## config.mk

```make
export PLATFORM = sky130hd
export DESIGN_NAME = xor_checked_frame_deframer_unit
export DESIGN_NICKNAME = d
export VERILOG_FILES = /design/src/rtl/xcfd_pkg.sv /design/src/rtl/xor_checked_frame_deframer_unit.sv
export SDC_FILE = /design/constraint.sdc
export NUM_CORES = 1
export LEC_CHECK = 0
export BUFFER_PORTS_ARGS = -buffer_cell sky130_fd_sc_hd__clkbuf_2
export CORE_ASPECT_RATIO = 0.5
export CORE_MARGIN = 2
export CORE_UTILIZATION = 43
export DETAILED_ROUTE_END_ITERATION = 10
export GPL_ROUTABILITY_DRIVEN = 0
export HOLD_SLACK_MARGIN = 0.12
export PLACE_DENSITY = 0.59
export SYNTH_ARGS = -nofsm -noshare
export SYNTH_HDL_FRONTEND = slang
export SYNTH_SLANG_ARGS = --single-unit
```

## constraint.sdc

```tcl
create_clock -name clk -period 8.6 [get_ports clk]
set_input_delay 0.43 -clock clk [delete_from_list [all_inputs] [get_ports clk]]
set_output_delay 0.43 -clock clk [all_outputs]
set_load 0.01 [all_outputs]
```

## src/rtl/xcfd_pkg.sv

```systemverilog
`timescale 1ns / 1ps
`default_nettype none

package xcfd_pkg;

	// Result kinds carried on the output word.
	localparam logic [1:0] KIND_PAYLOAD = 2'd0;
	localparam logic [1:0] KIND_GOOD    = 2'd1;
	localparam logic [1:0] KIND_BAD     = 2'd2;
	localparam logic [1:0] KIND_OVERRUN = 2'd3;

	// Default frame size limit and reset values.
	localparam int unsigned MAX_FRAME_DEF   = 253;
	localparam logic [7:0]  START_BYTE_RST  = 8'd254;
	localparam logic [7:0]  CHECK_SEED      = 8'd255;

	// Fixed frame layout.
	localparam logic [7:0] POS_LENGTH  = 8'd0;
	localparam logic [7:0] POS_TYPE    = 8'd4;
	localparam logic [7:0] POS_COMMAND = 8'd8;
	localparam logic [7:0] POS_PAYLOAD = 8'd9;
	localparam logic [7:0] HEADER_LEN  = 8'd10;

endpackage

`default_nettype wire

```

## src/rtl/xor_checked_frame_deframer_unit.sv

```systemverilog
`timescale 1ns / 1ps
`default_nettype none

// Channel | Signals                                   | Direction
// --------+-------------------------------------------+----------
// in      | in_valid, in_stall, rx_byte               | byte in
// out     | out_valid, out_stall, kind, data_byte,    | word out
//         | msg_type, command_code, payload_length,   |
//         | last                                      |
// cfg     | cfg_we, cfg_wdata (start byte)            | write only
//
// One received byte is taken every cycle while in_stall is low. An accepted
// byte is held in the input register and decoded into the output register
// once that register is free or drains.
// The asynchronous reset returns the block to hunting with start byte 254.
// While the output word is held by out_stall, the input register stops and
// in_stall rises once it is occupied.

module xor_checked_frame_deframer_unit #(
	parameter int unsigned MAX_FRAME = xcfd_pkg::MAX_FRAME_DEF
) (
	input  wire        clk,
	input  wire        arst_n,
	input  wire        cfg_we,
	input  wire  [7:0] cfg_wdata,
	input  wire        in_valid,
	output logic       in_stall,
	input  wire  [7:0] rx_byte,
	output logic       out_valid,
	input  wire        out_stall,
	output logic [1:0] kind,
	output logic [7:0] data_byte,
	output logic [7:0] msg_type,
	output logic [7:0] command_code,
	output logic [7:0] payload_length,
	output logic       last
);
	import xcfd_pkg::*;

	localparam logic [8:0] MAX_POS = 9'(MAX_FRAME);

	logic       valid_s1;
	logic [7:0] byte_s1;
	logic [7:0] start_byte_q;
	logic       in_frame_q;
	logic [7:0] pos_q;
	logic [7:0] check_q;
	logic [7:0] len_q;
	logic [7:0] type_q;
	logic [7:0] cmd_q;

	logic       advance;
	logic       fire;
	logic       is_check_pos;
	logic [8:0] next_pos;
	logic [7:0] check_nxt;
	logic [7:0] len_nxt;
	logic [7:0] type_nxt;
	logic [7:0] cmd_nxt;
	logic       res_valid;
	logic [1:0] res_kind;
	logic [7:0] res_data;
	logic [7:0] res_plen;
	logic       res_last;

	// The decode stage moves whenever the output register is free or drains.
	assign advance  = !out_valid || !out_stall;
	assign in_stall = valid_s1 && !advance;
	assign fire     = valid_s1 && advance;

	// Configuration register.
	always_ff @(posedge clk or negedge arst_n) begin
		if (!arst_n) begin
			start_byte_q <= START_BYTE_RST;
		end else if (cfg_we) begin
			start_byte_q <= cfg_wdata;
		end
	end

	// Input register.
	always_ff @(posedge clk or negedge arst_n) begin
		if (!arst_n) begin
			valid_s1 <= 1'b0;
		end else if (!in_stall) begin
			valid_s1 <= in_valid;
		end
	end

	always_ff @(posedge clk) begin
		if (in_valid && !in_stall) begin
			byte_s1 <= rx_byte;
		end
	end

	// Frame decode of the byte in the input register.
	always_comb begin
		is_check_pos = (pos_q != 8'd0) && (len_q > POS_PAYLOAD) &&
			(pos_q == len_q - 8'd1);
		next_pos  = {1'b0, pos_q} + 9'd1;
		check_nxt = check_q ^ byte_s1;
		len_nxt   = (pos_q == POS_LENGTH)  ? byte_s1 : len_q;
		type_nxt  = (pos_q == POS_TYPE)    ? byte_s1 : type_q;
		cmd_nxt   = (pos_q == POS_COMMAND) ? byte_s1 : cmd_q;
		res_valid = 1'b0;
		res_kind  = KIND_PAYLOAD;
		res_data  = 8'd0;
		res_plen  = 8'd0;
		res_last  = 1'b0;
		if (in_frame_q) begin
			if (is_check_pos) begin
				res_valid = 1'b1;
				res_kind  = (byte_s1 == check_q) ? KIND_GOOD : KIND_BAD;
				res_plen  = len_q - HEADER_LEN;
				res_last  = 1'b1;
			end else if (next_pos >= MAX_POS) begin
				res_valid = 1'b1;
				res_kind  = KIND_OVERRUN;
				res_last  = 1'b1;
			end else if (pos_q >= POS_PAYLOAD) begin
				res_valid = 1'b1;
				res_data  = byte_s1;
			end
		end
	end

	// Frame state.
	always_ff @(posedge clk or negedge arst_n) begin
		if (!arst_n) begin
			in_frame_q <= 1'b0;
			pos_q      <= 8'd0;
			check_q    <= CHECK_SEED;
			len_q      <= 8'd0;
			type_q     <= 8'd0;
			cmd_q      <= 8'd0;
		end else if (fire) begin
			if (!in_frame_q) begin
				if (byte_s1 == start_byte_q) begin
					in_frame_q <= 1'b1;
					pos_q      <= 8'd0;
					check_q    <= CHECK_SEED;
				end
			end else if (is_check_pos) begin
				in_frame_q <= 1'b0;
				pos_q      <= 8'd0;
				len_q      <= 8'd0;
			end else begin
				check_q <= check_nxt;
				type_q  <= type_nxt;
				cmd_q   <= cmd_nxt;
				if (next_pos >= MAX_POS) begin
					in_frame_q <= 1'b0;
					pos_q      <= 8'd0;
					len_q      <= 8'd0;
				end else begin
					pos_q <= next_pos[7:0];
					len_q <= len_nxt;
				end
			end
		end
	end

	// Output register.
	always_ff @(posedge clk or negedge arst_n) begin
		if (!arst_n) begin
			out_valid <= 1'b0;
		end else if (advance) begin
			out_valid <= fire && res_valid;
		end
	end

	always_ff @(posedge clk) begin
		if (fire && res_valid) begin
			kind           <= res_kind;
			data_byte      <= res_data;
			msg_type       <= (in_frame_q && !is_check_pos) ? type_nxt : type_q;
			command_code   <= (in_frame_q && !is_check_pos) ? cmd_nxt : cmd_q;
			payload_length <= res_plen;
			last           <= res_last;
		end
	end

	// A word that does not end a frame is always a payload byte.
	a_payload_fields: assert property (@(posedge clk) disable iff (!arst_n)
		out_valid && !last |-> kind == KIND_PAYLOAD && payload_length == 8'd0)
		else $error("non-final word is not a clean payload byte");

	// A frame-ending word on the output means the decoder is hunting again.
	a_end_hunts: assert property (@(posedge clk) disable iff (!arst_n)
		out_valid && last |-> !in_frame_q)
		else $error("frame end reported while still inside a frame");

	// The position never reaches the frame limit.
	a_pos_bound: assert property (@(posedge clk) disable iff (!arst_n)
		{1'b0, pos_q} < MAX_POS)
		else $error("frame position past limit");

	// Leaving a frame always clears the position and length.
	a_exit_clear: assert property (@(posedge clk) disable iff (!arst_n)
		$fell(in_frame_q) |-> pos_q == 8'd0 && len_q == 8'd0)
		else $error("frame state not cleared at frame end");

endmodule

`default_nettype wire

```

* Yosys cells after proc, flatten, opt, wreduce, memory -nomap -nowiden
Cells that the tools add are included.
Operators by class: reductions and logical operators 23, mux-type cells 27, bitwise operators 4, eq/ne operators 6, order comparisons 3, $add $sub $neg 3
Operators by type and width (number):
- 8-bit two-way mux | 14
- 8-bit equality test | 3
- 1-bit two-way mux | 10
- 8-bit by 1-bit adder with 9-bit output, second input constant | 1
- 9-bit by 8-bit greater-or-equal comparator with 1-bit output, second input constant | 1
- 3-bit AND reduction | 3
- 8-bit by 3-bit equality test with 1-bit output, second input constant | 1
- 8-bit by 4-bit equality test with 1-bit output, second input constant | 1
- 8-bit by 4-bit greater-or-equal comparator with 1-bit output, second input constant | 1
- 8-bit by 4-bit > comparator with 1-bit output, second input constant | 1
- 8-bit zero test | 1
- 8-bit nonzero test | 1
- 8-bit by 1-bit subtractor with 8-bit output, second input constant | 1
- 8-bit by 4-bit subtractor with 8-bit output, second input constant | 1
- 8-bit XOR | 1
- 1-bit logical AND | 7
- 2-bit two-way mux | 3
- 1-bit zero test | 5
- 2-bit AND reduction | 2
- 4-bit OR reduction | 1
- 1-bit inverter | 3
- 3-bit nonzero test | 1
- 2-bit inequality test, second input constant | 1
- 2-bit nonzero test | 1
- 1-bit logical OR | 1
Storage, ports and cells: output and inout bits 37, logic and storage cells 82, register bits after elaboration 94, input bits 21

* Depth between registers and ports, before layout
Gate-level depths: netlist (run 1).
depth after elaboration 6, depth in mapped cells 10, depth with buffers taken out 8

* Worst setup path before layout (run 1)
No wires, ideal clock.
path kind register -> register, start register len_q[0], end register command_code[0], enable pin, cell stages (with the launch flop) 11, required time 8.210 ns, path buffers 2, clock period less this slack 3.252 ns, data arrival time 2.862 ns, library setup time 0.390 ns, slack 5.348 ns, cells stage by stage dfrtp_1 > inv_1 > ha_1 > xor2_1 > a311o_1 > o2bb2a_1 > nand4_2 > buf_6 > buf_6 > a31o_1 > inv_1
On the way: cells in the longest elaborated chain, start to end 6, elaborated cells between the ends (all ways) 8, classes of those cells add/sub: 1; order compare: 1; eq/ne: 1; mux: 2; reduce/logical: 3
Ends and longest elaborated chain:
- start: declaration | line xor_checked_frame_deframer_unit.sv:48 | logic [7:0] len_q;
- start signal: assignment | line xor_checked_frame_deframer_unit.sv:156 | len_q <= len_nxt;
- 8-bit by 1-bit subtractor with 8-bit output or 8-bit by 4-bit > comparator with 1-bit output (tied branches) | line xor_checked_frame_deframer_unit.sv:98, xor_checked_frame_deframer_unit.sv:97
- 8-bit equality test or 1-bit logical AND (tied branches) | line xor_checked_frame_deframer_unit.sv:98, xor_checked_frame_deframer_unit.sv:97
- 1-bit logical AND * | line xor_checked_frame_deframer_unit.sv:97 | is_check_pos = (pos_q != 8'd0) && (len_q > POS_PAYLOAD) &&
- 1-bit two-way mux * | line xor_checked_frame_deframer_unit.sv:110 | if (is_check_pos) begin
- 1-bit two-way mux * | line xor_checked_frame_deframer_unit.sv:109 | if (in_frame_q) begin
- 1-bit logical AND * | line xor_checked_frame_deframer_unit.sv:172 | if (fire && res_valid) begin
- end signal: assignment | line xor_checked_frame_deframer_unit.sv:176 | command_code <= (in_frame_q && !is_check_pos) ? cmd_nxt : cmd_q;
- end: declaration | line xor_checked_frame_deframer_unit.sv:34 | output logic [7:0] command_code,
Every way passes the cells marked *; elsewhere a longest branch is shown, timed or not. A chain may end at the register's enable or synchronous reset.

* Worst setup path in the final report (run 1)
start register len_q[0], end register command_code[6], enable pin
The elaborated chain is that of the path after synthesis.

==> results of run 1 <==
## per-layer routing
layer / vias to the layer above / GRT usage
li1: 1440 / -
met1: 1535 / 0.254
met2: 108 / 0.280
met3: 18 / 0.0500
met4: 0 / 0.0495
met5: - / 0
## layout make-up
| cell class | instances | area (um^2) | area share |
|---|---|---|---|
| inverter | 8 | 30.0 | 0.00567 |
| sequential | 94 | 2590 | 0.489 |
| tap | 140 | 175 | 0.0331 |
| timing repair buffer | 60 | 308 | 0.0581 |
| multi-input combinational | 243 | 1930 | 0.365 |
| clock buffer | 12 | 236 | 0.0447 |
| clock inverter | 4 | 27.5 | 0.00520 |
## through the flow
| step | setup slack, ns | util | total power [mW] |
|---|---|---|---|
| detailed placement | 5.10 | 0.485 | 1.05 |
| global placement | 5.28 | 0.485 | 1.04 |
| global route | 4.87 | 0.510 | 1.49 |
| floorplan | 5.35 | - | 0.968 |
| finish | 5.05 | 0.510 | 1.41 |
| CTS | 5.08 | 0.510 | 1.42 |
## Yosys cell counts, types with 2 or more instances
master	count
sky130_fd_sc_hd__xor2_1	13
sky130_fd_sc_hd__mux2i_1	9
sky130_fd_sc_hd__xnor2_1	20
sky130_fd_sc_hd__a21boi_0	3
sky130_fd_sc_hd__dfrtp_1	36
sky130_fd_sc_hd__nor2b_1	3
sky130_fd_sc_hd__nor2_1	27
sky130_fd_sc_hd__nand2b_1	2
sky130_fd_sc_hd__nand2_1	18
sky130_fd_sc_hd__and2_1	11
sky130_fd_sc_hd__inv_1	8
sky130_fd_sc_hd__buf_2	2
sky130_fd_sc_hd__nand3_1	14
sky130_fd_sc_hd__nand3_2	2
sky130_fd_sc_hd__nand4_1	2
sky130_fd_sc_hd__o31ai_1	3
sky130_fd_sc_hd__dfstp_2	15
sky130_fd_sc_hd__a31oi_1	10
sky130_fd_sc_hd__a311oi_1	8
sky130_fd_sc_hd__edfxtp_1	43
sky130_fd_sc_hd__mux2_4	8
sky130_fd_sc_hd__o21ai_0	4
sky130_fd_sc_hd__and3_1	2
sky130_fd_sc_hd__nor4_1	6
sky130_fd_sc_hd__mux2_2	32
sky130_fd_sc_hd__clkbuf_1	14
sky130_fd_sc_hd__buf_6	4
sky130_fd_sc_hd__and4_1	2
sky130_fd_sc_hd__nor3_1	6
sky130_fd_sc_hd__o31a_1	2
sky130_fd_sc_hd__ha_1	7
sky130_fd_sc_hd__o22ai_1	2
## power by group
part	total [mW]	leakage [nW]	switching [mW]	internal [mW]
clock	0.361	0.131	0.165	0.196
combinational	0.418	1.01	0.224	0.194
sequential	0.631	1.09	0.0901	0.540
## how the worst max path moves through the flow
stage | end | cells past startpoint
after floorplan | command_code[0]$_DFFE_PP_ | 10
after global placement | command_code[0]$_DFFE_PP_ | 9
after detailed placement | command_code[2]$_DFFE_PP_ | 9
after CTS | payload_length[7]$_SDFFCE_PN0P_ | 9
after global routing | last$_SDFFCE_PN0P_ | 9
final | command_code[6]$_DFFE_PP_ | 9
## logic make-up (layout without fill, tap and decap cells)
family	after synthesis	after routing	synth area share
buffers and inverters	28	84	0.0296
xor gates and xnor gates	33	33	0.0621
and+or+nand+nor	106	106	0.126
DFF	94	94	0.556
adders and majority gates	7	7	0.0188
AOI/OAI and AO/OA	48	48	0.0852
muxes	49	49	0.123
## sequential cells by signal, summed over array words and instances, names as in the netlist, 2 cells and up
register	count
payload_length	8
byte_s1	8
data_byte	8
msg_type	8
cmd_q	8
len_q	8
kind	2
type_q	8
command_code	8
check_q	8
pos_q	8
start_byte_q	8
==> impl_metrics.ini, run 1 <==
[drt]
routed-wl-met3_um = 561
drt.antenna.violating_nets = 0
post_drt_via_cell_ratio = 5.53
wl_um = 9920
detail_route.wirelength.met1_um = 4710
topRoutingLayerUsed = met4
drt_drc_violations_left = 0
wl_per_cell_um = 17.7
vias = 3101
detail_route.iter0.violations = 182
met2_wirelength_um = 4460
drtPass1Iterations = 4

[layout]
postLayoutCellArea_mm2 = 0.00529
most_frequent_standard_cell_in_the_layout_excluding_fill_and_tap_cells = sky130_fd_sc_hd__clkbuf_2
n_fill_cell = 900
drive_above_1_share = 0.333
finalNonFillerCells = 561
ant_cells = 0
final_cell_mix = 57 x sky130_fd_sc_hd__clkbuf_2, 43 x sky130_fd_sc_hd__edfxtp_1, 36 x sky130_fd_sc_hd__dfrtp_1
area_growth_syn_to_layout_pct = 13.7
final_nets = 444

[synth]
ys_seq_area_frac = 0.556
synth_cells = 365
dominantRegCellSynth = sky130_fd_sc_hd__edfxtp_1
synth_area_leaders = sky130_fd_sc_hd__edfxtp_1 28%, sky130_fd_sc_hd__dfrtp_1 19%, sky130_fd_sc_hd__dfstp_2 8.5%
synth.largest_area_cell = sky130_fd_sc_hd__edfxtp_1
synthesis.yosys.warnings = 0
syn_area_per_cell_um2 = 12.8
mappedNetlistNets = 393
synth-seq-cells = 94
synth_unique_cells = 59
synth-edff-count = 43
postSynth.asyncResetShare = 0.543
syn-cell-area_mm2 = 0.00465
synth_top_area_share = 0.277

[clock_network]
ctsResizeCount = 0
cts_tree = yes
cts-hold-fix-buffers = 0
h-tree-depth = 3
clk_pin_slew_ns = 0.07
cts_root_buffer = sky130_fd_sc_hd__clkbuf_16
cts.sinks = 94
post_cts.repair.setup_buffers = 0
clock_latency_ns = 0.35
numCtsBuffers = 9
clockBufferDepth = 2

[sta]
max_freq_mhz = 282
max_slew.worst_pin.slew_ns = 0.854
post-route-min-period_ns = 3.55
maxSlewHeadroom = 0.427
finalSetupViolCount = 0
final_hold_slack_ns = 0.199
grt_setup_unrepaired = false
finalCritPeriodShare = 0.412
finalSetupTns_ns = 0
fin_skew_ns = 0.0113
report.final.hold_viol_count = 0
slew_viol_final = 0

[pwr]
peakVddDrop_uv = 105
leakage_nw = 2.23
power_per_cell_area_mw_per_mm2 = 266

[setup_path]
max_stage_delay_ns = 0.56
critical_path_required_ns = 8.59
r2r_end = command_code[6]$_DFFE_PP_
timing.reg2reg.setup_slack_ns = 5.05
crit_path_start_kind = flip-flop
r2r_cells = 9
crit_type = reg2reg
worstSetupStartpoint = len_q[0]$_DFFE_PN0P_
worst_path_most_repeated_cell = sky130_fd_sc_hd__inv_1
worst-endpoint-arrival_ns = 3.53
timing.critical_path.max_delay_family = compound AO/OA/AOI/OAI gates
critical_path_peak_fanout = 35
reg2reg_from = len_q[0]$_DFFE_PN0P_
crit_chain = inv_1, ha_1, xor2_1, a311o_1, o2bb2a_1, nand4_2, a31o_1, inv_1, buf_4
timing.critical_path.buf_inv = 3
crit_slowest_cell = sky130_fd_sc_hd__nand4_2
crit_path_end_kind = flip-flop

[hold_path]
worstHoldPathType = in2async

[place]
io_buffers = 57
detailed_place_hpwl_um = 6860
place.detailed.instances = 545
placed_cell_area_mm2 = 0.00503

[grt]
first_global_vias = 2983
globalRoute.totalOverflow = 0
grt_first_pass_wirelength_um = 16000
grt_start_max_net_pins = 52
groute.usage.overall = 0.182
antenna_found_initial = 0

[floorplanning]
floorplan.die_area_mm2 = 0.0117
initial_core_util = 0.449
core_ar_mm2 = 0.0104
fp.dieH_um = 77.6
floorplan.die.width_um = 151
floorplan.io_pins = 58
rows = 26

[job]
cap_violations = 0

[status]
run_status = complete, no violations
Note: power is estimated with default switching activity, not from simulation.
==> run 2: changes to the inputs <==
--- a/config.mk
+++ b/config.mk
@@ -12,7 +12,7 @@
 export DETAILED_ROUTE_END_ITERATION = 10
 export GPL_ROUTABILITY_DRIVEN = 0
 export HOLD_SLACK_MARGIN = 0.12
-export PLACE_DENSITY = 0.59
+export PLACE_DENSITY = 0.61
 export SYNTH_ARGS = -nofsm -noshare
 export SYNTH_HDL_FRONTEND = slang
 export SYNTH_SLANG_ARGS = --single-unit
==> constraint.sdc (replaced) <==
create_clock -name clk -period 3.2 [get_ports clk]
set_input_delay 0.16 -clock clk [delete_from_list [all_inputs] [get_ports clk]]
set_output_delay 0.16 -clock clk [all_outputs]
set_load 0.01 [all_outputs]
==> run 2 against run 1 <==
Sequential share of layout area decreased by 2.8 points. First-iteration DRC count increased by 9.3%. Register-to-register slack got worse by 4.7 ns. Cell area increased by 6.1%. Non-clock buffer count increased by 27. Critical path type unchanged. Largest power group unchanged. Highest routed layer unchanged.
==> impl_metrics.ini, run 2 (synthesized netlist as in run 1, its figures left out) <==
[setup_path]
crit_type = reg2reg
worst-endpoint-arrival_ns = 2.98
critical_path_peak_fanout = 8
crit_path_start_kind = flip-flop
crit_path_end_kind = flip-flop
timing.reg2reg.setup_slack_ns = 0.31
critical_path_required_ns = 3.30

[clock_network]
cts-hold-fix-buffers = 20
cts_root_buffer = sky130_fd_sc_hd__clkbuf_16
h-tree-depth = 3
ctsResizeCount = 0
cts_tree = yes
cts.sinks = 94
numCtsBuffers = 9
clk_pin_slew_ns = 0.07
clockBufferDepth = 2
clock_latency_ns = 0.35
post_cts.repair.setup_buffers = 0

[drt]
drt_drc_violations_left = 0
vias = 3213
post_drt_via_cell_ratio = 5.46
detail_route.iter0.violations = 199
drtPass1Iterations = 4
wl_per_cell_um = 18.2
drt.antenna.violating_nets = 0
wl_um = 10700

[sta]
maxSlewHeadroom = 0.378
fin_skew_ns = 0.00621
report.final.hold_viol_count = 0
slew_viol_final = 0
grt_setup_unrepaired = false
finalCritPeriodShare = 0.903
finalSetupViolCount = 0
max_slew.worst_pin.slew_ns = 0.928
max_freq_mhz = 346
post-route-min-period_ns = 2.89
final_hold_slack_ns = 0.236
finalSetupTns_ns = 0

[floorplanning]
floorplan.io_pins = 58
fp.dieH_um = 77.6
rows = 26
core_ar_mm2 = 0.0104
floorplan.die_area_mm2 = 0.0117
initial_core_util = 0.449
floorplan.die.width_um = 151

[layout]
area_growth_syn_to_layout_pct = 20.6
ant_cells = 0
drive_above_1_share = 0.337
final_cell_mix = 57 x sky130_fd_sc_hd__clkbuf_2, 43 x sky130_fd_sc_hd__edfxtp_1, 36 x sky130_fd_sc_hd__dfrtp_1
final_nets = 471
most_frequent_standard_cell_in_the_layout_excluding_fill_and_tap_cells = sky130_fd_sc_hd__clkbuf_2

[pwr]
cell_internal_power_dissipation_mw = 2.62
power_per_cell_area_mw_per_mm2 = 718
share_seq_of_total_power = 0.420
sw_frac_of_total = 0.350
combPwrFrac = 0.303
leakage_nw = 2.36
peakVddDrop_uv = 341
pwr-share-clk = 0.277
power.switching_mw = 1.41

[place]
detailed_place_hpwl_um = 7460
io_buffers = 57

[grt]
first_global_vias = 3289
globalRoute.totalOverflow = 0
grt_first_pass_wirelength_um = 17100
grt_start_max_net_pins = 36
antenna_found_initial = 0
groute.usage.overall = 0.194

[job]
cap_violations = 0

[status]
run_status = complete, no violations

[hold_path]
worstHoldPathType = in2reg
[run 2: metal layers]
layer  track usage  up-vias  part of all wire
li1              -     1493                 -
met1         0.266     1600              0.43
met2         0.299      107              0.48
met3        0.0535       13             0.074
met4        0.0673        0             0.013
met5             0        -                 0
[run 2: worst max-delay path, stage by stage (launching register included)]
cell and delay (ns):
sky130_fd_sc_hd__dfrtp_1 0.45, sky130_fd_sc_hd__inv_1 0.10, sky130_fd_sc_hd__ha_1 0.20, sky130_fd_sc_hd__nor4b_4 0.31, sky130_fd_sc_hd__a21boi_0 0.19, sky130_fd_sc_hd__o211ai_1 0.37
sky130_fd_sc_hd__a2111oi_4 0.11, sky130_fd_sc_hd__nor2b_2 0.56, sky130_fd_sc_hd__mux2_4 0.36
[run 2: layout make-up]
| type | count | area (um^2) |
|---|---|---|
| fill | 870 | 4760 |
| sequential | 94 | 2590 |
| multi-input combinational | 243 | 1930 |
| timing repair buffer | 87 | 573 |
| clock buffer | 9 | 225 |
| tap | 140 | 175 |
| clock inverter | 7 | 90.1 |
| inverter | 8 | 33.8 |
[run 2: through the flow]
stage | instances | power (mW) | area (um^2) | setup slack (ns) | utilization
2_1_floorplan | 365 | 2.60 | 4660 | 0.255 | -
6_report | 588 | 4.03 | 5610 | 0.312 | 0.541
3_3_place_gp | 552 | 2.80 | 5100 | 0.445 | 0.491
5_1_grt | 588 | 4.23 | 5610 | 0.0639 | 0.541
4_1_cts | 588 | 4.03 | 5610 | 0.321 | 0.541
3_5_place_dp | 552 | 2.89 | 5100 | 0.327 | 0.491
[run 2: power groups by stage]
stage / combinational (mW) / sequential [mW] / clock (mW)
2_1_floorplan: 1.02 / 1.58 / 0
3_3_place_gp: 1.11 / 1.70 / 0
3_5_place_dp: 1.18 / 1.71 / 0
4_1_cts: 1.21 / 1.69 / 1.14
5_1_grt: 1.33 / 1.71 / 1.19
6_report: 1.22 / 1.69 / 1.12
[run 2: path summary, 6_finish.rpt]
| check | start | cells after the start | to |
|---|---|---|---|
| hold / removal | cfg_we | 2 | start_byte_q[0]$_DFFE_PN0P_ |
| max in group asynchronous | arst_n | 3 | start_byte_q[6]$_DFFE_PN1P_ |
| min in group asynchronous | arst_n | 2 | type_q[0]$_DFFE_PN0P_ |
| setup reg to reg | len_q[2]$_DFFE_PN0P_ | 8 | msg_type[5]$_DFFE_PP_ |
| setup / recovery | len_q[2]$_DFFE_PN0P_ | 8 | msg_type[5]$_DFFE_PP_ |
| hold reg to reg | type_q[2]$_DFFE_PN0P_ | 1 | type_q[2]$_DFFE_PN0P_ |
